## config.mk

```make
export PLATFORM = sky130hd
export DESIGN_NAME = rvc_ram
export DESIGN_NICKNAME = d
export VERILOG_FILES = /design/src/rtl/rvc_ram.sv
export SDC_FILE = /design/constraint.sdc
export NUM_CORES = 2
export LEC_CHECK = 0
export CAP_MARGIN = 15
export CORE_ASPECT_RATIO = 1.4
export CORE_MARGIN = 2
export CORE_UTILIZATION = 55
export CTS_CLUSTER_DIAMETER = 200
export DETAILED_ROUTE_END_ITERATION = 6
export DONT_BUFFER_PORTS = 1
export PLACE_DENSITY = 0.7
export SLEW_MARGIN = 20
export SYNTH_ARGS = -nofsm -noshare
export SYNTH_HDL_FRONTEND = slang
export SYNTH_SLANG_ARGS = --single-unit
```

## constraint.sdc

```tcl
create_clock -name clk -period 5.9 [get_ports clk]
set_input_delay 1.18 -clock clk [delete_from_list [all_inputs] [get_ports clk]]
set_output_delay 1.18 -clock clk [all_outputs]
set_load 0.1 [all_outputs]
```

## src/rtl/rvc_ram.sv

```systemverilog
// Generic single-write, single-read synchronous RAM with registered read data.
// Depends on nothing.
module rvc_ram #(
	parameter int WIDTH = 16,
	parameter int DEPTH = 128
) (
	input  logic                     clk,
	input  logic                     we,
	input  logic [$clog2(DEPTH)-1:0] waddr,
	input  logic [WIDTH-1:0]         wdata,
	input  logic                     re,
	input  logic [$clog2(DEPTH)-1:0] raddr,
	output logic [WIDTH-1:0]         rdata
);
	logic [WIDTH-1:0] mem [DEPTH];

	// write and registered read
	always_ff @(posedge clk) begin
		if (we) begin
			mem[waddr] <= wdata;
		end
		if (re) begin
			rdata <= mem[raddr];
		end
	end
endmodule

```

======== Yosys cells after proc, flatten, opt, wreduce, memory -nomap -nowiden ========
Memory sizes are Yosys's and may differ from the RTL's. A register that Yosys moved wholly into a read port is not among the register bits.
Cells that the tools add are included.
storage, ports and cells
  register bits ........................... 0
  bits in latches ......................... 0
  memory bits (writable) .................. 2,048
  memory bits (read-only) ................. 0
  input bits .............................. 33
  word-level logic and storage cells ...... 3
  memories ................................ 1
memories
  memory  depth  width  read ports  clocked after Yosys merged registers in  write ports  line  RTL
  mem     128    16     1           1                                        1            15    logic [WIDTH-1:0] mem [DEPTH];
operators by class
  add/sub/neg operators ................... 0
  multiply operators ...................... 0
  divide/modulo/power cells ............... 0
  order comparisons ....................... 0
  equality and inequality tests ........... 0
  shift operators ......................... 0
  muxes and demuxes ....................... 2
  bitwise logic cells ..................... 0
  reduce and logical (&&, ||, !) cells .... 0
operators by type and width
  kind     count
  $mux W1  2

======== Logic depth before layout (Yosys ltp) ========
  depth after elaboration ................. 2
  depth in mapped cells ................... 7
  depth with buffers taken out ............ 4

======== Least setup slack after synthesis ========
Ideal clock, no wire load.
  kind .................................... input port to flip-flop
  start ................................... input port raddr[0]
  end ..................................... register rdata[0], read port of mem, data pin
  arrival ................................. 3.555 ns
  path slack .............................. 2.086 ns
  stages on the path ...................... 6
  buffers on the path ..................... 2
  cell sequence ........................... buf_2 -> buf_1 -> mux4_2 -> mux4_2 -> mux4_2 -> mux2_2
RTL lines
  item             line  RTL
  start, declared  12    input logic [$clog2(DEPTH)-1:0] raddr,
  end, declared    13    output logic [WIDTH-1:0] rdata

==> results.md <==
Synthesis:
- The mapped netlist covers 78680 µm².
- Yosys printed 0 warnings.
- The total nets after synthesis is 3119.
- The share of synthesized cell area in and, or, nand and nor gates is 0.8857%.
- The compound-gate portion of the synthesized area is 0%.
- The part of the Yosys area used for sequential elements is 78.77%.
- The xor/xnor share of the synthesized area is 0%.
- Synthesis produced 3086 cells.
- Of the total synthesized cell area, the portion taken by full adders, half adders and majority gates is 0%.
- In the synthesized netlist, mux cells make up 19.46% of the area.
- The number of library cell types mapped by synthesis is 16.
- A synthesized cell averages 25.50 µm².
- The post-synthesis sequential element count is 2064.
- By area, the combinational part of the netlist is dominated by multiplexers.

Layout:
- The final layout net count is 3286.
- The area taken by flip-flops and latches is 61980 µm².
- The filler cells instantiated in the layout total 9381.
- The share of layout cells above drive strength 1 is 32.83%.
- The area growth from synthesis to layout is 11.24%.
- Leaving out filler cells and counting taps, the final layout contains 5312.
- The footprint of the multi-input gates is 16100 µm².
- After routing the design area is 87530 µm².

CTS:
- Post-CTS repair changed the size of 0 cells.
- The maximum number of buffers from clock root to sink is 3.
- Once the clock tree was built, the setup fixing pass inserted 0 buffers.
- TritonCTS built the clock tree.
- Buffers inserted during clock tree synthesis total 178.
- The root buffer cell is clkbuf_16.
- The source-to-sink clock delay at the later pin of the worst-skew pair is 800 ps.
- Hold repair after CTS inserted 0 buffers.
- The number of H-tree branching levels is 4.
- Clock-pin slew was measured on the worst setup and hold paths at 70 ps.
- The count of clock tree sinks is 2064.

Worst setup path:
- The worst setup path is captured at a flip-flop.
- The endpoint required time on the critical path is 6440 ps.
- In this run the critical register-to-register path is launched from mem[15][3].
- The critical path launch point type is an input pin.
- By startpoint and endpoint, the worst setup path is classified as input pin to flip-flop.
- The critical path startpoint is raddr[2].
- In this run the worst path has a maximum fanout of 201.
- The register-to-register setup slack is 3230 ps.
- STA puts the critical path data arrival time at 5480 ps.

Drt:
- The DRC marker count from the first detailed-route iteration is 5317.
- The total wire length after detailed routing is 187.9 mm.
- Using the TritonRoute via totals, the vias-per-cell ratio works out to 6.544.
- The residual DRC count is 0.
- The first TritonRoute pass finished after 7 iterations.
- In this run the remaining antenna-violating nets after routing total 0.
- The vias after detailed routing is 34.76k.
- The wire length per cell after detailed routing is 35.37 µm.

Timing:
- The number of max-slew violations in the final report came to 0.
- The clock period could shrink to 4941 ps.
- Measured against its own limit, the worst slew margin works out to 0.8217%.
- Summed over all failing endpoints, the final setup total negative slack is 0 ps.
- The ratio of final minimum period to clock period is 83.74%.
- Based on the critical path, the design can be clocked at up to 202.4 MHz.
- Setup repair after global routing left no endpoint under its margin.
- Across the routed clock network, the largest skew measured is 29.78 ps.
- After layout, the worst setup slack is 959.4 ps.
- The setup violation total in the final timing report is 0.
- The transition time of the tightest slew-check pin is 1488 ps.
- The final hold violation count was 0.

Power:
- Combinational logic burns 4.0% of the power.
- For this design the total switching power over the nets is 5.736 mW.
- The share of total power dissipated in sequential elements is 56.4%.
- Of the total power, the share spent switching nets is 19.87%.
- In this run, the clock network consumes 39.6% of the power.
- The internal power consumption is 23.13 mW.
- The worst-case IR drop observed on VDD is 0.0003163 V.
- The power per unit of standard cell area is 329.8 nW/µm².
- The leakage power summed over all cells is 26.70 nW.

GRT:
- The global-route usage over all layers is 26.22%.
- Entering global routing, the biggest net connects 513 pins.
- The total global routing overflow is 0.
- The first-pass GRT wire length is 265.1 mm.
- The number of global-route vias before repair is 36.01k.
- The initial antenna violation count came to 4.

Run status:
- The run finished with clean final reports.

Min path:
- The worst hold path begins at re.
- The path class of the lowest-slack min-delay path is input pin to flip-flop.

Placement:
- The final weighted congestion in routability-driven placement is 0.8193.
- In this run the cell area measured after placement is 81620 µm².
- The number of placed instances, taps included, is 4973.
- The minimum setup slack after placement is 1930 ps.
- The total of buffers placed on input and output ports is 0.
- Detailed placement ended at an HPWL of 100.6 mm.

Floorplanning:
- The initial utilization of the core area, before any placement, comes to 55.25%.
- From bottom edge to top edge, the die measures 451.5 µm.
- The width of the chip is 323.7 µm.
- The standard-cell row count is 164.
- The I/O pin count is 49.
- The area enclosed by the die boundary is 146100 µm².
- The core region is 142400 µm².

Run:
- Across the run, the number of max-cap violations was 0.
-- flip-flops by register name, summed over array words and instances, names as in the netlist --
| register | count |
|---|---|
| rdata | 16 |
| mem | 2048 |
-- power by group through the flow --
stage	clock, mW	sequential, mW	combinational [mW]
after floorplan	0	16.6	0.793
after global placement	0	16.7	0.850
after detailed placement	0	16.6	0.935
after CTS	11.6	16.3	0.944
after global routing	12.1	16.3	1.18
final	11.4	16.3	1.14
-- worst max-delay path, cell delays in order --
cell	delay, ps
buf_16	480
buf_16	810
buf_16	520
mux4_2	450
mux4_2	580
mux4_2	620
mux2_2	310
-- per-stage QoR --
step                      power (mW)  hold WS (ps)  util [%]
after floorplan                17.42          1149         -
after global placement         17.51          1181     57.21
after detailed placement       17.54          1193     57.32
after CTS                      28.83         430.5     61.29
after global routing           29.55         446.2     61.46
final                          28.86         487.6     61.47
-- area by class of cell --
cell class                 count  area share [%]
sequential                  2064           70.81
tap                         1909           2.729
clock inverter               113           1.184
multi-input combinational    858           18.40
clock buffer                 213           5.288
timing repair buffer         151           1.584
antenna                        4         0.01144
-- cells in the final DEF, fill, tap and decap left out --
master      Yosys  final
edfxtp_1     2064   2064
mux4_2        672    672
clkbuf_16       0    180
buf_4           1    135
nor2_1        122    110
clkinv_2        0     37
clkinv_1        0     37
clkbuf_1       82     33
bufinv_16       0     17
mux2_2         16     16
nand2_1        14     14
clkinvlp_4      0     13
nand3_1        12     12
nor3_2          0      9
nor2_2          0      9
buf_12          0      9
nor2b_1         7      7
buf_16          0      7
diode_2         0      4
nand4_1         3      3
nor2_4          0      3
clkinv_8        0      3
inv_6           0      3
nand2b_1        2      2
clkinv_4        0      2
or3_1           1      1
inv_8           0      1
-- kinds of logic after synthesis --
| logic type | after synthesis |
|---|---|
| buffers and inverters | 164 |
| DFF | 2064 |
| and+or+nand+nor | 170 |
| muxes | 688 |
-- Yosys cell counts --
cell / n / area (µm²)
clkbuf_1: 82 / 307.8
nor3_1: 9 / 45.04
mux2_2: 16 / 180.2
mux4_2: 672 / 15130
buf_6: 1 / 11.26
nand2b_1: 2 / 12.51
nor2b_1: 7 / 43.79
nand4_1: 3 / 18.77
buf_4: 1 / 7.510
nand3_1: 12 / 60.06
buf_1: 28 / 105.1
nand2_1: 14 / 52.55
nor2_1: 122 / 457.9
edfxtp_1: 2064 / 61980
or3_1: 1 / 6.260
buf_2: 52 / 260.3
-- layer usage --
metal / routed length (µm) / up-vias / track usage, % / share of wire [%]
met5: 27 / - / 0 / 0.014
met4: 9329 / 4 / 11.99 / 5.0
met3: 16300 / 382 / 5.316 / 8.7
met2: 97390 / 1804 / 44.13 / 52
met1: 64850 / 18780 / 33.11 / 35
li1: - / 13800 / - / -
-- worst paths after layout --
check | end | cells past startpoint
max | rdata[3] | 7
min | rdata[6] | 0
min reg2reg | rdata[0] | 4
max reg2reg | rdata[3] | 4
(Power assumes the default switching activity.)
