## config.mk

```make
export PLATFORM = sky130hd
export DESIGN_NAME = rvc_sqrt
export DESIGN_NICKNAME = d
export VERILOG_FILES = /design/src/rtl/rvc_pkg.sv /design/src/rtl/rvc_sqrt.sv
export SDC_FILE = /design/constraint.sdc
export NUM_CORES = 2
export LEC_CHECK = 0
export ABC_AREA = 1
export CORE_AREA = 2 2 490 590
export CTS_BUF_LIST = sky130_fd_sc_hd__clkbuf_16
export CTS_CLUSTER_SIZE = 8
export DETAILED_ROUTE_END_ITERATION = 12
export DIE_AREA = 0 0 492 592
export DONT_BUFFER_PORTS = 1
export PLACE_DENSITY = 0.55
export SLEW_MARGIN = 20
export SYNTH_ARGS = -nofsm -noshare
export SYNTH_HDL_FRONTEND = slang
export SYNTH_SLANG_ARGS = --single-unit
```

## constraint.sdc

```tcl
create_clock -name clk -period 2.7 [get_ports clk]
set_clock_uncertainty 0.2 [all_clocks]
set_input_delay 0.27 -clock clk [delete_from_list [all_inputs] [get_ports clk]]
set_output_delay 0.27 -clock clk [all_outputs]
set_load 0.01 [all_outputs]
```

## src/rtl/rvc_pkg.sv

```systemverilog
// Types and constants of the radial vignetting correction block.
// Used by every module of the block but rvc_ram; depends on nothing.
package rvc_pkg;

	// item opcodes
	localparam logic OP_LOAD  = 1'b0;
	localparam logic OP_PIXEL = 1'b1;

	// configuration register indexes
	typedef enum logic [1:0] {
		CFG_CENTER_X,
		CFG_CENTER_Y,
		CFG_SCALE_RATIO,
		CFG_PROFILE_LENGTH
	} cfg_idx_t;

	localparam int CFG_W   = 17;  // widest register
	localparam int D8_W    = 21;  // scaled distance, Q.8
	localparam int SQ_W    = 42;  // squared distance
	localparam int SUM_W   = 43;  // sum of squares
	localparam int ROOT_W  = 22;  // radius, Q.8
	localparam int V_W     = 25;  // blended factor, Q.23
	localparam int NUM_W   = 33;  // divider remainder
	localparam int QBITS   = 8;   // quotient bits

	typedef logic [2:0][7:0] chan3_t;  // [2] blue, [1] green, [0] red

	// how the factor is taken from the profile
	typedef enum logic [1:0] {
		V_ZERO,
		V_BLEND,
		V_LAST
	} vsel_t;

	typedef struct packed {
		logic        op;
		logic [11:0] col;
		logic [11:0] row;
		logic [6:0]  entry_index;
		logic [15:0] entry_value;
		logic [7:0]  blue_in;
		logic [7:0]  green_in;
		logic [7:0]  red_in;
	} in_word_t;

	typedef struct packed {
		logic [7:0] blue_out;
		logic [7:0] green_out;
		logic [7:0] red_out;
	} out_word_t;

	// fields that ride along the radius pipeline
	typedef struct packed {
		logic        op;
		logic [6:0]  entry_index;
		logic [15:0] entry_value;
		chan3_t      pix;
	} side_t;

endpackage

```

## src/rtl/rvc_sqrt.sv

```systemverilog
// Pipelined integer square root, one result bit per stage, with sideband.
// Depends on rvc_pkg.
module rvc_sqrt import rvc_pkg::*; (
	input  logic              clk,
	input  logic              arst_n,
	input  logic              en,
	input  logic              in_valid,
	input  logic [SUM_W-1:0]  in_x,
	input  side_t             in_side,
	output logic              out_valid,
	output logic [ROOT_W-1:0] out_root,
	output side_t             out_side
);
	localparam int X_W   = 2 * ROOT_W;
	localparam int REM_W = ROOT_W + 2;

	logic              v_q    [ROOT_W];
	logic [X_W-1:0]    x_q    [ROOT_W];
	logic [REM_W-1:0]  rem_q  [ROOT_W];
	logic [ROOT_W-1:0] root_q [ROOT_W];
	side_t             side_q [ROOT_W];

	for (genvar k = 0; k < ROOT_W; k++) begin : g_st
		logic              pv;
		logic [X_W-1:0]    px;
		logic [REM_W-1:0]  prem;
		logic [ROOT_W-1:0] proot;
		side_t             pside;
		logic [REM_W+1:0]  rem_n;
		logic [REM_W-1:0]  trial;
		logic              take;

		if (k == 0) begin : g_first
			assign pv    = in_valid;
			assign px    = X_W'(in_x);
			assign prem  = '0;
			assign proot = '0;
			assign pside = in_side;
		end else begin : g_next
			assign pv    = v_q[k-1];
			assign px    = x_q[k-1];
			assign prem  = rem_q[k-1];
			assign proot = root_q[k-1];
			assign pside = side_q[k-1];
		end

		// bring down two bits and try the next root bit
		always_comb begin
			rem_n = {prem, px[X_W-1 -: 2]};
			trial = {proot, 2'b01};
			take  = rem_n >= (REM_W+2)'(trial);
		end

		always_ff @(posedge clk or negedge arst_n) begin
			if (!arst_n) begin
				v_q[k] <= 1'b0;
			end else if (en) begin
				v_q[k] <= pv;
			end
		end

		always_ff @(posedge clk) begin
			if (en) begin
				x_q[k]    <= px << 2;
				rem_q[k]  <= take ? REM_W'(rem_n - (REM_W+2)'(trial)) : REM_W'(rem_n);
				root_q[k] <= {proot[ROOT_W-2:0], take};
				side_q[k] <= pside;
			end
		end
	end

	assign out_valid = v_q[ROOT_W-1];
	assign out_root  = root_q[ROOT_W-1];
	assign out_side  = side_q[ROOT_W-1];
endmodule

```

======== Word-level counts from Yosys, hierarchy flattened ========
Memory sizes are Yosys's and may differ from the RTL's.
Cells that the tools add are included.
operators by class
  $lt $le $gt $ge ......................... 22
  multiplexer cells ....................... 24
  $add $sub $neg .......................... 22
operators with widths
  operator             number
  $ge 26x24->1         21
  $mux 24              22
  $sub 24x24->24       21
  $mux 1               2
  $sub 1x1->2 const B  1
  $ge 1x1->1 const B   1
storage, ports and cells
  memories kept ........................... 4
  bits of input ports ..................... 95
  bits in writable memories ............... 2,992
  bits in registers ....................... 22
  logic and storage cells ................. 94
memory list
  name    words  bits a word  rd ports  clocked after memory_dff  write ports  line            RTL
  side_q  22     48           22        0                         22           rvc_sqrt.sv:21  side_t side_q [ROOT_W];
  x_q     22     42           21        0                         22           rvc_sqrt.sv:18  logic [X_W-1:0] x_q [ROOT_W];
  rem_q   22     24           21        0                         22           rvc_sqrt.sv:19  logic [REM_W-1:0] rem_q [ROOT_W];
  root_q  22     22           22        0                         22           rvc_sqrt.sv:20  logic [ROOT_W-1:0] root_q [ROOT_W];

======== Depth between registers and ports, before layout ========
An unclocked memory read counts as a cell.
  word-level depth ........................ 3
  mapped depth ............................ 15
  mapped depth without buffers ............ 14

======== Worst setup path after synthesis ========
No wires, ideal clock.
  kind .................................... flip-flop to flip-flop
  from .................................... mem rem_q[1][175] (netlist name)
  to ...................................... mem rem_q[2][10] (netlist name) (data pin)
  slack ................................... 534 ps
  clock period less this slack ............ 2,166 ps
  stages on the path, launching flop included .. 12
  library setup time ...................... 257 ps
  data arrival time ....................... 1,709 ps
  buffers on the path ..................... 2
  cell sequence ........................... edfxtp_1 > ha_1 > nand2_4 > inv_2 > a21oi_2 > nand3_2 > nand2_4 > inv_2 > nor2_4 > buf_6 > buf_6 > o21ai_2
RTL lines
  element             line
  start: declaration  rvc_sqrt.sv:19

==> out/results.md <==
| Parameter | Value | Unit |
|---|---|---|
| Status | completed | - |
| Hold violation count in the final report | 0 | - |
| Sum of overflow across all layers after global routing | 0 | - |
| Arrival time of data at the critical path endpoint | 2.93 | ns |
| Number of vias in the routed layout | 58610 | - |
| Wire length of the first global-routing pass | 335500 | um |
| Antenna viol nets, final | 0 | - |
| Last weighted congestion value of the routability-driven placer | 0.8900 | - |
| Core Area | 285100 | um2 |
| Fraction of final layout cells sized beyond drive strength 1 | 9.914 | % |
| DR WL/cell | 16.57 | um |
| Leak pwr | 47.53 | nW |
| DRC violations left | 0 | - |
| Largest net degree at the start of global routing | 113 | - |
| Per-instance average area after synthesis | 11.54 | um2 |
| Total number of H-tree levels | 5 | - |
| Worst-case headroom to the max-slew limit | 57.90 | % |
| Initial drt markers | 3322 | - |
| Ratio of routed vias to standard cells | 4.492 | - |
| Syn. warnings | 0 | - |
| Kind of end point of the critical path | flip-flop | - |
| Terminating pin of the worst hold path | side_q[1][2] | - |
| Count of placed standard cells in the final layout, fillers left out | 13050 | - |
| Clock-pin slew on the worst setup and hold paths | 0.05 | ns |
| Number of optimization iterations in the first detailed-route pass | 7 | - |
| Smallest hold slack | 0.1403 | ns |
| Critical path type | flip-flop to flip-flop | - |
| Routed wire length | 216200 | um |
| IO buf count | 0 | - |
| Peak Freq | 391.0 | MHz |
| Cells after Synth | 8383 | - |
| Tightest Hold Check Type | flip-flop to flip-flop | - |
| Clock latency at the later pin of the worst-skew pair | 0.88 | ns |
| Boundary pin count | 166 | - |
| VDD IR max | 0.7799 | mV |
| Worst reg2reg startpoint | rem_q[1][151] | - |
| TritonCTS Buffers | 329 | - |
| Required arrival time at the worst endpoint | 3.07 | ns |
| Flop and latch count out of synthesis | 2260 | - |
| Total routing usage reported by global routing | 14.67 | % |
| Min cycle time layout | 2.558 | ns |
| Power per Cell Area | 791.1 | nW/um2 |
| Number of cells on the worst reg-to-reg path | 11 | - |
| Clk sink count | 2260 | - |
| Maximum fanout along the worst path | 7 | - |
| Cell row count | 215 | - |
| Cell area after placement | 104200 | um2 |
| Final period utilization | 94.73 | % |
| Most used cells in the layout excluding fill and tap cells | 2430 x sky130_fd_sc_hd__nand2_1, 2238 x sky130_fd_sc_hd__edfxtp_1, 1261 x sky130_fd_sc_hd__inv_1 | - |
| Synthesized Nets | 8752 | - |
| Area of the die | 291300 | um2 |
| TritonCTS clock tree | yes | - |
| Start point of the worst min-delay path | side_q[0][338] | - |
| End of the worst register-to-register path | rem_q[1][168] | - |
| Instance count after placement with tap cells included | 12460 | - |
| Post-synthesis sequential area ratio | 70.04 | % |
| Vertical die dimension | 592 | um |
| Number of cells on the worst hold path | 0 | - |
| Starting utilization of the core area | 33.92 | % |
| Width of the die | 492 | um |
| CTS max path bufs | 4 | - |
| Crit start category | flip-flop | - |
| RSZ-0062 raised after global routing | true | - |
| Slack of the worst reg-to-reg path | 0.14 | ns |
| Layout Area Growth over Synthesis | 19.11 | % |
| Initial antenna violation count | 3 | - |
| Detailed Place HPWL | 157700 | um |
| Fin area | 115200 | um2 |
| Actual slew at the worst max-slew pin | 0.6249 | ns |
| Max cap viols | 0 | - |
| Via count of the first global-routing pass | 60430 | - |
| Cell at the root of the clock tree | sky130_fd_sc_hd__clkbuf_16 | - |
| Number of different library cells in the post-synthesis netlist | 55 | - |
| Most common cell after layout, fill and taps aside | sky130_fd_sc_hd__nand2_1 | - |
| Final net count | 9551 | - |
| Max Slew Vio Count | 0 | - |
| Summed instance area of the synthesized netlist | 96740 | um2 |
| Setup violations, final | 0 | - |
## registers in the layout (all words and copies together), names as in the netlist
signal / flops
root_q: 253
side_q: 1056
out_valid: 1
g_st.pv: 21
x_q: 462
rem_q: 467
## worst max-delay path: stages, from the launching register on
cell and delay [ns]:
sky130_fd_sc_hd__edfxtp_1 0.38, sky130_fd_sc_hd__ha_1 0.37, sky130_fd_sc_hd__nand2_1 0.16, sky130_fd_sc_hd__inv_2 0.07
sky130_fd_sc_hd__a21oi_2 0.27, sky130_fd_sc_hd__nand3_4 0.17, sky130_fd_sc_hd__nand2_2 0.15, sky130_fd_sc_hd__nand4_1 0.11
sky130_fd_sc_hd__buf_4 0.21, sky130_fd_sc_hd__buf_12 0.14, sky130_fd_sc_hd__nand2_1 0.04, sky130_fd_sc_hd__nand2_1 0.04
## layout make-up
| class | instances | area, um2 |
|---|---|---|
| diodes | 1 | 2.502 |
| clock buffers | 334 | 8358 |
| clock inverters | 65 | 511.7 |
| fillers | 27120 | 169900 |
| inverters | 1272 | 4787 |
| multi-input cells | 4788 | 23920 |
| flip-flops and latches | 2260 | 67760 |
| well taps | 3797 | 4751 |
| repair buffers | 531 | 5139 |
## synth_stat cells (all sizes together)
| master | instances | area share [%] |
|---|---|---|
| nand4 | 110 | 0.71 |
| dfrtp | 22 | 0.57 |
| a21oi | 285 | 1.5 |
| ha | 274 | 3.5 |
| o2111ai | 1 | 0.0091 |
| mux2 | 2 | 0.023 |
| conb | 1 | 0.0039 |
| and2 | 6 | 0.039 |
| o21ai | 191 | 1.0 |
| nor2 | 659 | 2.7 |
| and3 | 1 | 0.0065 |
| nand3b | 82 | 0.64 |
| nor3 | 54 | 0.28 |
| a211oi | 2 | 0.016 |
| a21boi | 4 | 0.031 |
| or2 | 17 | 0.11 |
| nor4 | 9 | 0.065 |
| clkinv | 2 | 0.0078 |
| o21bai | 10 | 0.078 |
| a21o | 4 | 0.031 |
| o21a | 2 | 0.016 |
| edfxtp | 2238 | 69 |
| nand3 | 409 | 2.2 |
| buf | 58 | 0.47 |
| and3b | 1 | 0.0091 |
| xnor2 | 84 | 0.76 |
| clkbuf | 5 | 0.019 |
| nand2 | 2483 | 9.8 |
| o31ai | 1 | 0.0078 |
| o211ai | 1 | 0.0078 |
| nor3b | 3 | 0.023 |
| xor2 | 92 | 0.83 |
| inv | 1270 | 4.9 |
## how the worst max path moves through the flow
stage                        startpoint             to  slack [ns]  depth (start not counted)
after CTS                  rem_q[2][41]   rem_q[2][65]       0.002                          8
after detailed placement  root_q[2][51]   rem_q[2][92]       -0.18                         13
after global placement     rem_q[2][91]  rem_q[2][108]       -0.18                         10
final                     rem_q[1][151]  rem_q[1][168]        0.14                         11
after floorplan           rem_q[1][175]   rem_q[2][10]        0.53                         11
after global routing      root_q[2][25]   rem_q[2][65]      -0.008                         12
## layer usage
| layer | vias to the layer above | wire (um) | global-route usage (%) |
|---|---|---|---|
| met4 | 0 | 9855 | 6.617 |
| li1 | 29530 | - | - |
| met1 | 27480 | 87350 | 16.77 |
| met5 | - | 0 | 0 |
| met3 | 494 | 8586 | 2.510 |
| met2 | 1110 | 110400 | 26.70 |
## kinds of logic (layout without fill, tap and decap cells)
family          Yosys count  count (layout)  synth area share, %
simple gates           3834            3834                16.62
flops                  2260            2260                70.04
buf+inv                1335            2202                5.430
compound gates          501             501                2.743
fa+ha+maj               274             274                3.544
xor+xnor                176             176                1.594
mux                       2               2              0.02328
other cells               1               2             0.003877
## stage by stage
stage | setup slack, ns | power, mW | TNS, ns | utilization [%]
global placement | -0.1833 | 55.57 | -3.908 | 36.56
finish | 0.1423 | 91.16 | 0 | 40.41
global route | -0.007516 | 95.84 | -0.007516 | 40.41
detailed placement | -0.1800 | 55.63 | -3.414 | 36.56
CTS | 0.001718 | 92.84 | 0 | 40.33
floorplan | 0.5343 | 50.70 | 0 | -
## where the power goes
part / internal [mW] / total, mW / switching, mW / leakage, nW
clock: 21.8 / 36.0 / 14.2 / 4.48
sequential: 42.1 / 43.6 / 1.52 / 21.9
combinational: 4.13 / 11.5 / 7.39 / 21.1
total: 68.0 / 91.2 / 23.2 / 47.5
## repair_timing
item	CTS	global route
pin swaps	1	4
cloned	0	0
endpoints found under the setup margin	51	176
gates resized for setup	5	38
hold buffers	187	1
buffers inserted	0	3
endpoints found under the hold margin	481	22
No activity file was read; power rests on OpenSTA's default activity.
