[src/rtl/rvc_pkg.sv]
// Types and constants of the radial vignetting correction block.
// Used by every module of the block but rvc_ram; depends on nothing.
package rvc_pkg;

	// item opcodes
	localparam logic OP_LOAD  = 1'b0;
	localparam logic OP_PIXEL = 1'b1;

	// configuration register indexes
	typedef enum logic [1:0] {
		CFG_CENTER_X,
		CFG_CENTER_Y,
		CFG_SCALE_RATIO,
		CFG_PROFILE_LENGTH
	} cfg_idx_t;

	localparam int CFG_W   = 17;  // widest register
	localparam int D8_W    = 21;  // scaled distance, Q.8
	localparam int SQ_W    = 42;  // squared distance
	localparam int SUM_W   = 43;  // sum of squares
	localparam int ROOT_W  = 22;  // radius, Q.8
	localparam int V_W     = 25;  // blended factor, Q.23
	localparam int NUM_W   = 33;  // divider remainder
	localparam int QBITS   = 8;   // quotient bits

	typedef logic [2:0][7:0] chan3_t;  // [2] blue, [1] green, [0] red

	// how the factor is taken from the profile
	typedef enum logic [1:0] {
		V_ZERO,
		V_BLEND,
		V_LAST
	} vsel_t;

	typedef struct packed {
		logic        op;
		logic [11:0] col;
		logic [11:0] row;
		logic [6:0]  entry_index;
		logic [15:0] entry_value;
		logic [7:0]  blue_in;
		logic [7:0]  green_in;
		logic [7:0]  red_in;
	} in_word_t;

	typedef struct packed {
		logic [7:0] blue_out;
		logic [7:0] green_out;
		logic [7:0] red_out;
	} out_word_t;

	// fields that ride along the radius pipeline
	typedef struct packed {
		logic        op;
		logic [6:0]  entry_index;
		logic [15:0] entry_value;
		chan3_t      pix;
	} side_t;

endpackage

[src/rtl/rvc_div.sv]
// Pipelined saturating divider: three channels of (pix << 23) / v, one quotient bit a stage.
// Depends on rvc_pkg.
module rvc_div import rvc_pkg::*; (
	input  logic           clk,
	input  logic           arst_n,
	input  logic           en,
	input  logic           in_valid,
	input  logic [V_W-1:0] in_v,
	input  chan3_t         in_pix,
	output logic           out_valid,
	output chan3_t         out_pix
);
	logic                      v_q   [QBITS];
	logic [V_W-1:0]            d_q   [QBITS];
	logic [2:0][NUM_W-1:0]     rem_q [QBITS];
	chan3_t                    quo_q [QBITS];
	logic [2:0]                sat_q [QBITS];
	logic                      vz_q  [QBITS];

	for (genvar k = 0; k < QBITS; k++) begin : g_st
		logic                  pv;
		logic [V_W-1:0]        pd;
		logic [2:0][NUM_W-1:0] prem;
		chan3_t                pquo;
		logic [2:0]            psat;
		logic                  pvz;
		logic [NUM_W-1:0]      dsh;
		logic [2:0]            take;

		if (k == 0) begin : g_first
			// start from the full numerator and flag saturating channels
			always_comb begin
				pv   = in_valid;
				pd   = in_v;
				pvz  = in_v == '0;
				pquo = '0;
				for (int c = 0; c < 3; c++) begin
					prem[c] = {2'b00, in_pix[c], 23'd0};
					psat[c] = pvz ? (in_pix[c] != 8'd0)
						: ({2'b00, in_pix[c], 15'd0} >= in_v);
				end
			end
		end else begin : g_next
			always_comb begin
				pv   = v_q[k-1];
				pd   = d_q[k-1];
				pvz  = vz_q[k-1];
				pquo = quo_q[k-1];
				prem = rem_q[k-1];
				psat = sat_q[k-1];
			end
		end

		// compare against the divisor shifted to this bit
		always_comb begin
			dsh = NUM_W'(pd) << (QBITS - 1 - k);
			for (int c = 0; c < 3; c++) begin
				take[c] = prem[c] >= dsh;
			end
		end

		always_ff @(posedge clk or negedge arst_n) begin
			if (!arst_n) begin
				v_q[k] <= 1'b0;
			end else if (en) begin
				v_q[k] <= pv;
			end
		end

		always_ff @(posedge clk) begin
			if (en) begin
				d_q[k]   <= pd;
				vz_q[k]  <= pvz;
				sat_q[k] <= psat;
				for (int c = 0; c < 3; c++) begin
					rem_q[k][c] <= take[c] ? prem[c] - dsh : prem[c];
					quo_q[k][c] <= pquo[c] | (8'(take[c]) << (QBITS - 1 - k));
				end
			end
		end
	end

	// apply saturation and the zero-divisor rule
	always_comb begin
		for (int c = 0; c < 3; c++) begin
			if (sat_q[QBITS-1][c]) begin
				out_pix[c] = 8'hFF;
			end else if (vz_q[QBITS-1]) begin
				out_pix[c] = 8'h00;
			end else begin
				out_pix[c] = quo_q[QBITS-1][c];
			end
		end
	end

	assign out_valid = v_q[QBITS-1];
endmodule

[config.mk]
export PLATFORM = sky130hd
export DESIGN_NAME = rvc_div
export DESIGN_NICKNAME = d
export VERILOG_FILES = /design/src/rtl/rvc_pkg.sv /design/src/rtl/rvc_div.sv
export SDC_FILE = /design/constraint.sdc
export NUM_CORES = 2
export LEC_CHECK = 0
export ABC_AREA = 1
export BUFFER_PORTS_ARGS = -buffer_cell sky130_fd_sc_hd__buf_4
export CELL_PAD_IN_SITES_DETAIL_PLACEMENT = 0
export CELL_PAD_IN_SITES_GLOBAL_PLACEMENT = 2
export CORE_ASPECT_RATIO = 0.5
export CORE_MARGIN = 8
export CORE_UTILIZATION = 34
export CTS_BUF_LIST = sky130_fd_sc_hd__clkbuf_8 sky130_fd_sc_hd__clkbuf_16
export CTS_CLUSTER_SIZE = 40
export DETAILED_ROUTE_END_ITERATION = 10
export PLACE_DENSITY_LB_ADDON = 0.1
export SYNTH_ARGS = -nofsm -noshare
export SYNTH_HDL_FRONTEND = slang
export SYNTH_SLANG_ARGS = --single-unit
[constraint.sdc]
create_clock -name clk -period 2.7 [get_ports clk]
set_clock_uncertainty 0.1 [all_clocks]
set_input_delay 0.135 -clock clk [delete_from_list [all_inputs] [get_ports clk]]
set_output_delay 0.135 -clock clk [all_outputs]
set_load 0.02 [all_outputs]
# Yosys cells after proc, flatten, opt, wreduce, memory -nomap -nowiden
# Memory sizes are Yosys's and may differ from the RTL's.
# Index checks and enable logic that the tools add are counted.
[word_totals]
ram_bits = 1216
wordCells = 124
memories = 5
ff_bits = 8
[classes]
add_sub_neg = 24
magnitude_cmp = 27
n_bitwise = 21
reduce_logical = 4
mux = 35
[memory_table]
columns = ["name", "words", "word_bits", "read_ports", "rd_clocked_by_memory_dff", "write_ports", "line", "rtl"]
rows = [
  ["rem_q", 8, 99, 7, 0, 8, "rvc_div.sv:15", "logic [2:0][NUM_W-1:0] rem_q [QBITS];"],
  ["d_q", 8, 25, 7, 0, 8, "rvc_div.sv:14", "logic [V_W-1:0] d_q [QBITS];"],
  ["quo_q", 8, 24, 8, 0, 8, "rvc_div.sv:16", "chan3_t quo_q [QBITS];"],
  ["sat_q", 8, 3, 8, 0, 8, "rvc_div.sv:17", "logic [2:0] sat_q [QBITS];"],
  ["vz_q", 8, 1, 8, 0, 8, "rvc_div.sv:18", "logic vz_q [QBITS];"],
]
[ops]
columns = ["cell", "count"]
rows = [
  ["two-way mux 33 bit", 24],
  ["greater-or-equal comparator 33 x 25 -> 1 bit", 3],
  ["greater-or-equal comparator 33 x 26 -> 1 bit", 3],
  ["greater-or-equal comparator 33 x 27 -> 1 bit", 3],
  ["greater-or-equal comparator 33 x 28 -> 1 bit", 3],
  ["greater-or-equal comparator 33 x 29 -> 1 bit", 3],
  ["greater-or-equal comparator 33 x 30 -> 1 bit", 3],
  ["greater-or-equal comparator 33 x 31 -> 1 bit", 3],
  ["subtractor 31 x 32 -> 33 bit", 3],
  ["subtractor 33 x 25 -> 33 bit", 3],
  ["subtractor 33 x 26 -> 33 bit", 3],
  ["subtractor 33 x 27 -> 33 bit", 3],
  ["subtractor 33 x 28 -> 33 bit", 3],
  ["subtractor 33 x 29 -> 33 bit", 3],
  ["subtractor 33 x 30 -> 33 bit", 3],
  ["subtractor 33 x 31 -> 33 bit", 3],
  ["greater-or-equal comparator 31 x 32 -> 1 bit", 3],
  ["greater-or-equal comparator 23 x 25 -> 1 bit", 3],
  ["two-way mux 8 bit", 6],
  ["logical NOT 25 bit", 1],
  ["OR 8 x 1 -> 8 bit", 3],
  ["OR 8 x 2 -> 8 bit", 3],
  ["OR 8 x 3 -> 8 bit", 3],
  ["OR 8 x 4 -> 8 bit", 3],
  ["other kinds (5)", 17],
]

# Logic depth before layout (Yosys ltp)
# An unclocked memory read counts as a cell.
[logic_depth]
word_depth = 3
ltp_mapped = 17

# Worst setup path after synthesis
# OpenSTA, ideal clock, no wires.
[synth_path]
path_kind = "flip-flop to flip-flop"
startpoint = "memory d_q[5][0]"
endpoint = "memory rem_q[6][34] (netlist name), data pin"
slack_ns = 0.182
arrival_ns = 2.139
required_ns = 2.322
stages_incl_launch_ff = 13
setup_time_ns = 0.278
cell_sequence = "edfxtp_1 -> inv_1 -> clkbuf_1 -> fa_1 -> nand3_1 -> nand3_1 -> nand2_1 -> nand2_1 -> nand2_1 -> nand3_1 -> a21oi_2 -> buf_2 -> nor2_1"
[synth_lines]
columns = ["item", "line"]
rows = [
  ["start: declaration", "rvc_div.sv:14"],
  ["end: declaration", "rvc_div.sv:15"],
]

==> results.md <==
* Status: completed
* Area share of the leading cell type in the synthesized netlist at 35.6%
* Vias per cell at about 4.6
* Req. time, crit path at about 3.1 ns
* Max Cap Violations at 0
* Starting Density at between 30 and 40%
* Vias in the first global route at 71600
* Final wirelength at ~320 mm
* DRT antenna net count at 0
* Synth top cells by count: 5099 x nand2_1, 2182 x inv_1, 924 x edfxtp_1, 818 x nor2_1, 614 x nand3_1
* Clk_lat worst skew at 0.78 ns
* Kind of critical path: flop to flop
* Die X-Extent at just under 700 um
* DP Wirelength at about 270 mm
* Fmax at between 0.3 and 0.4 GHz
* Clk root buf: clkbuf_16
* Wirelength per Cell at between 15 and 20 um
* Total gr overflow at 0
* Crit-path cells: clkinvlp_4 -> buf_12 -> ha_4 -> ha_4 -> inv_2 -> nor2_4 -> nand3_2 -> nor2_1 -> nand2_1 -> nand3_2 -> nor2_2 -> nand2_2 -> clkinv_4 -> clkbuf_16 -> nand2_4 -> nand2_4
* Clock slew at reported path FFs at 0.07 ns
* TritonCTS Sinks at around 930
* TritonCTS clock tree: yes
* Gpl congestion at 0.932
* Top FF cell, synth: edfxtp_1
* TritonCTS Buffers at between 90 and 100
* Yosys cell types at 43
* PwrDens at 868 mW/mm^2
* Ys async rst share at 0.858%
* Most frequent cell after synthesis: nand2_1
* Final Critical Period at about 2.7 ns
* Mapped Area at between 0.07 and 0.08 mm^2
* Detailed Route Iter0 Violations at 4848
* Post-DP Area at just over 0.09 mm^2
* Mean post-synth cell area at ~6.7 um^2
* Worst-margin pin slew at roughly 0.78 ns
* Syn Inst Count at around 12000
* Post-synthesis sequential area ratio at a little over a third
* DP Worst Slack at -0.200 ns
* Fin. max-slew vios at 0
* Hold WS at approximately 0.13 ns
* WP data arrival at around 3.1 ns
* Period utilisation layout at around 100%
* Crit path buf inv count at 5
* P_leak at around 0.052 uW
* Startpoint types: flop
* Top Ports at 78
* Relative slew slack at between 40% and 50%
* Layout area overhead at 26.8%
* # rows at about 120
* Post-route cell area at 0.0988 mm^2
* Max incr delay on CP at approximately 0.4 ns
* CTS H-tree lvls at 3
* Worst setup margin at 0.000812 ns
* # nets final at between 10000 and 15000
* Largest net degree at the start of global routing at 125
* Clock Path Buffers at 3
* Hold WC Path Type: primary input to flop
* Setup violations, final at 0
* CP max FO at 5
* DRT Pass-1 Iters at 6
* Global Route Usage Sum at 24.8%
* DR vias at approximately 75000
* First-pass GRT wire length at around 460 mm
* Synth area leader: edfxtp_1
* Peak supply drop at just over 600 uV
* Yosys reg bits at around 930
* Antenna violations before repair at 6
* Die area at approximately 0.25 mm^2
* Final hold viol count at 0
* Crit path max-delay family: simple AND/OR/NAND/NOR gates
* Slowest CP cell: edfxtp_1
* Worst Setup End Kind: flop
* Port bufs at 77
* Layout cells sized above 1 at 15.5%
* Setup TNS at 0 ns
* Post-synth EDFFs at between 900 and 1000
* DRC violations left at 0
* Core Area at 0.228 mm^2
* Die Y at about 350 um
* Synth area leaders: edfxtp_1 36%, nand2_1 25%, inv_1 11%, ha_1 9.2%, nand3_1 3.9%
* YS warnings at 0
* RSZ-0062 raised after global routing: yes
==> cells in the final DEF (no fill, tap or decap), types with 15 or more instances in the layout <==
master and instances:
nand3_2 27, nor3_2 15, or2_2 20, clkbuf_16 114, inv_2 88, a21oi_2 26
and2_1 37, nand2_4 24, xor2_1 271, nand4_1 133, nand3b_1 92, nor2_4 20
a21oi_1 364, nand2_2 83, edfxtp_1 924, buf_4 1233, nand3_1 593, dlygate4sd3_1 83
nor3_1 94, o21ai_0 69, ha_4 64, nor2_2 81, ha_1 479, o21bai_1 19
clkinv_2 20, nor4_1 15, nor2_1 731, inv_1 2102, clkinvlp_4 33, nand2_1 5003
ha_2 28, buf_12 90
==> logic make-up (layout without fill, tap and decap cells) <==
logic type | count (synthesis) | after routing | synth area share, %
other | 1 | 4 | 0.00481
DFF | 932 | 932 | 35.9
xor gates and xnor gates | 285 | 285 | 3.20
AOI/OAI and AO/OA | 503 | 503 | 3.36
adders and majority gates | 589 | 589 | 9.63
and+or+nand+nor | 7010 | 7010 | 36.4
buffers and inverters | 2302 | 3823 | 11.5
==> path summary, 6_finish.rpt <==
kind	slack [ns]	endpoint	start	cells after the start
max in group asynchronous	1.98	g_st[3].pv	arst_n	3
worst max register to register	0.0008	rem_q[1][28]	d_q[0][1]	16
worst max-delay path	0.0008	rem_q[1][28]	d_q[0][1]	16
min in group asynchronous	0.26	out_valid	arst_n	3
worst min register to register	0.31	quo_q[2][15]	quo_q[1][15]	0
worst min-delay path	0.13	rem_q[0][89]	in_pix[16]	4
==> registers in the layout, summed over array words and instances (netlist names) <==
register   cells
rem_q        609
d_q          175
quo_q        108
sat_q         24
vz_q           8
g_st.pv        7
out_valid      1
==> metrics by stage <==
stage	std cells	utilization [%]	power (uW)
final	16200	43.3	85800
after global routing	16200	43.3	92600
after CTS	16100	42.0	84500
after detailed placement	15800	40.0	69600
after global placement	15800	40.0	69600
after floorplan	11600	-	49600
==> power breakdown <==
| part | total (uW) | internal [uW] | switching (uW) | leakage [uW] |
|---|---|---|---|---|
| registers | 25300 | 21100 | 4150 | 0.00904 |
| clock network | 14400 | 7590 | 6800 | 0.00163 |
| logic | 46100 | 18400 | 27700 | 0.0414 |
==> what timing repair did <==
action                                  in CTS  in global routing
endpoints found under the setup margin     320                520
pin swaps                                    1                 55
gates resized for setup                     44                488
hold buffers                                83                  0
hold endpoints to repair                   445                  0
gates cloned                                 0                 19
buffers inserted                            30                 89
==> worst reg2reg max path: stages (launching register included) <==
cell,delay (ns)
edfxtp_1,0.40
clkinvlp_4,0.20
buf_12,0.18
ha_4,0.29
ha_4,0.13
inv_2,0.04
nor2_4,0.14
nand3_2,0.07
nor2_1,0.11
nand2_1,0.08
nand3_2,0.08
nor2_2,0.04
nand2_2,0.11
clkinv_4,0.12
clkbuf_16,0.20
nand2_4,0.07
nand2_4,0.06
==> area by class of cell <==
cell class,instances,area (um^2)
antenna,1,2.50
clock inverter,87,811
inverter,2198,8330
tap,3087,3860
fill,24300,129000
timing repair buffer,1439,12500
sequential,932,27900
multi-input combinational,8390,42900
clock buffer,99,2480
==> layer usage <==
layer	share of wire [%]	GRT usage, %
met1	47	33.8
met2	46	42.2
met3	3.3	2.04
met4	3.1	6.54
met5	0	0
Note: power is estimated with default switching activity, not from simulation.
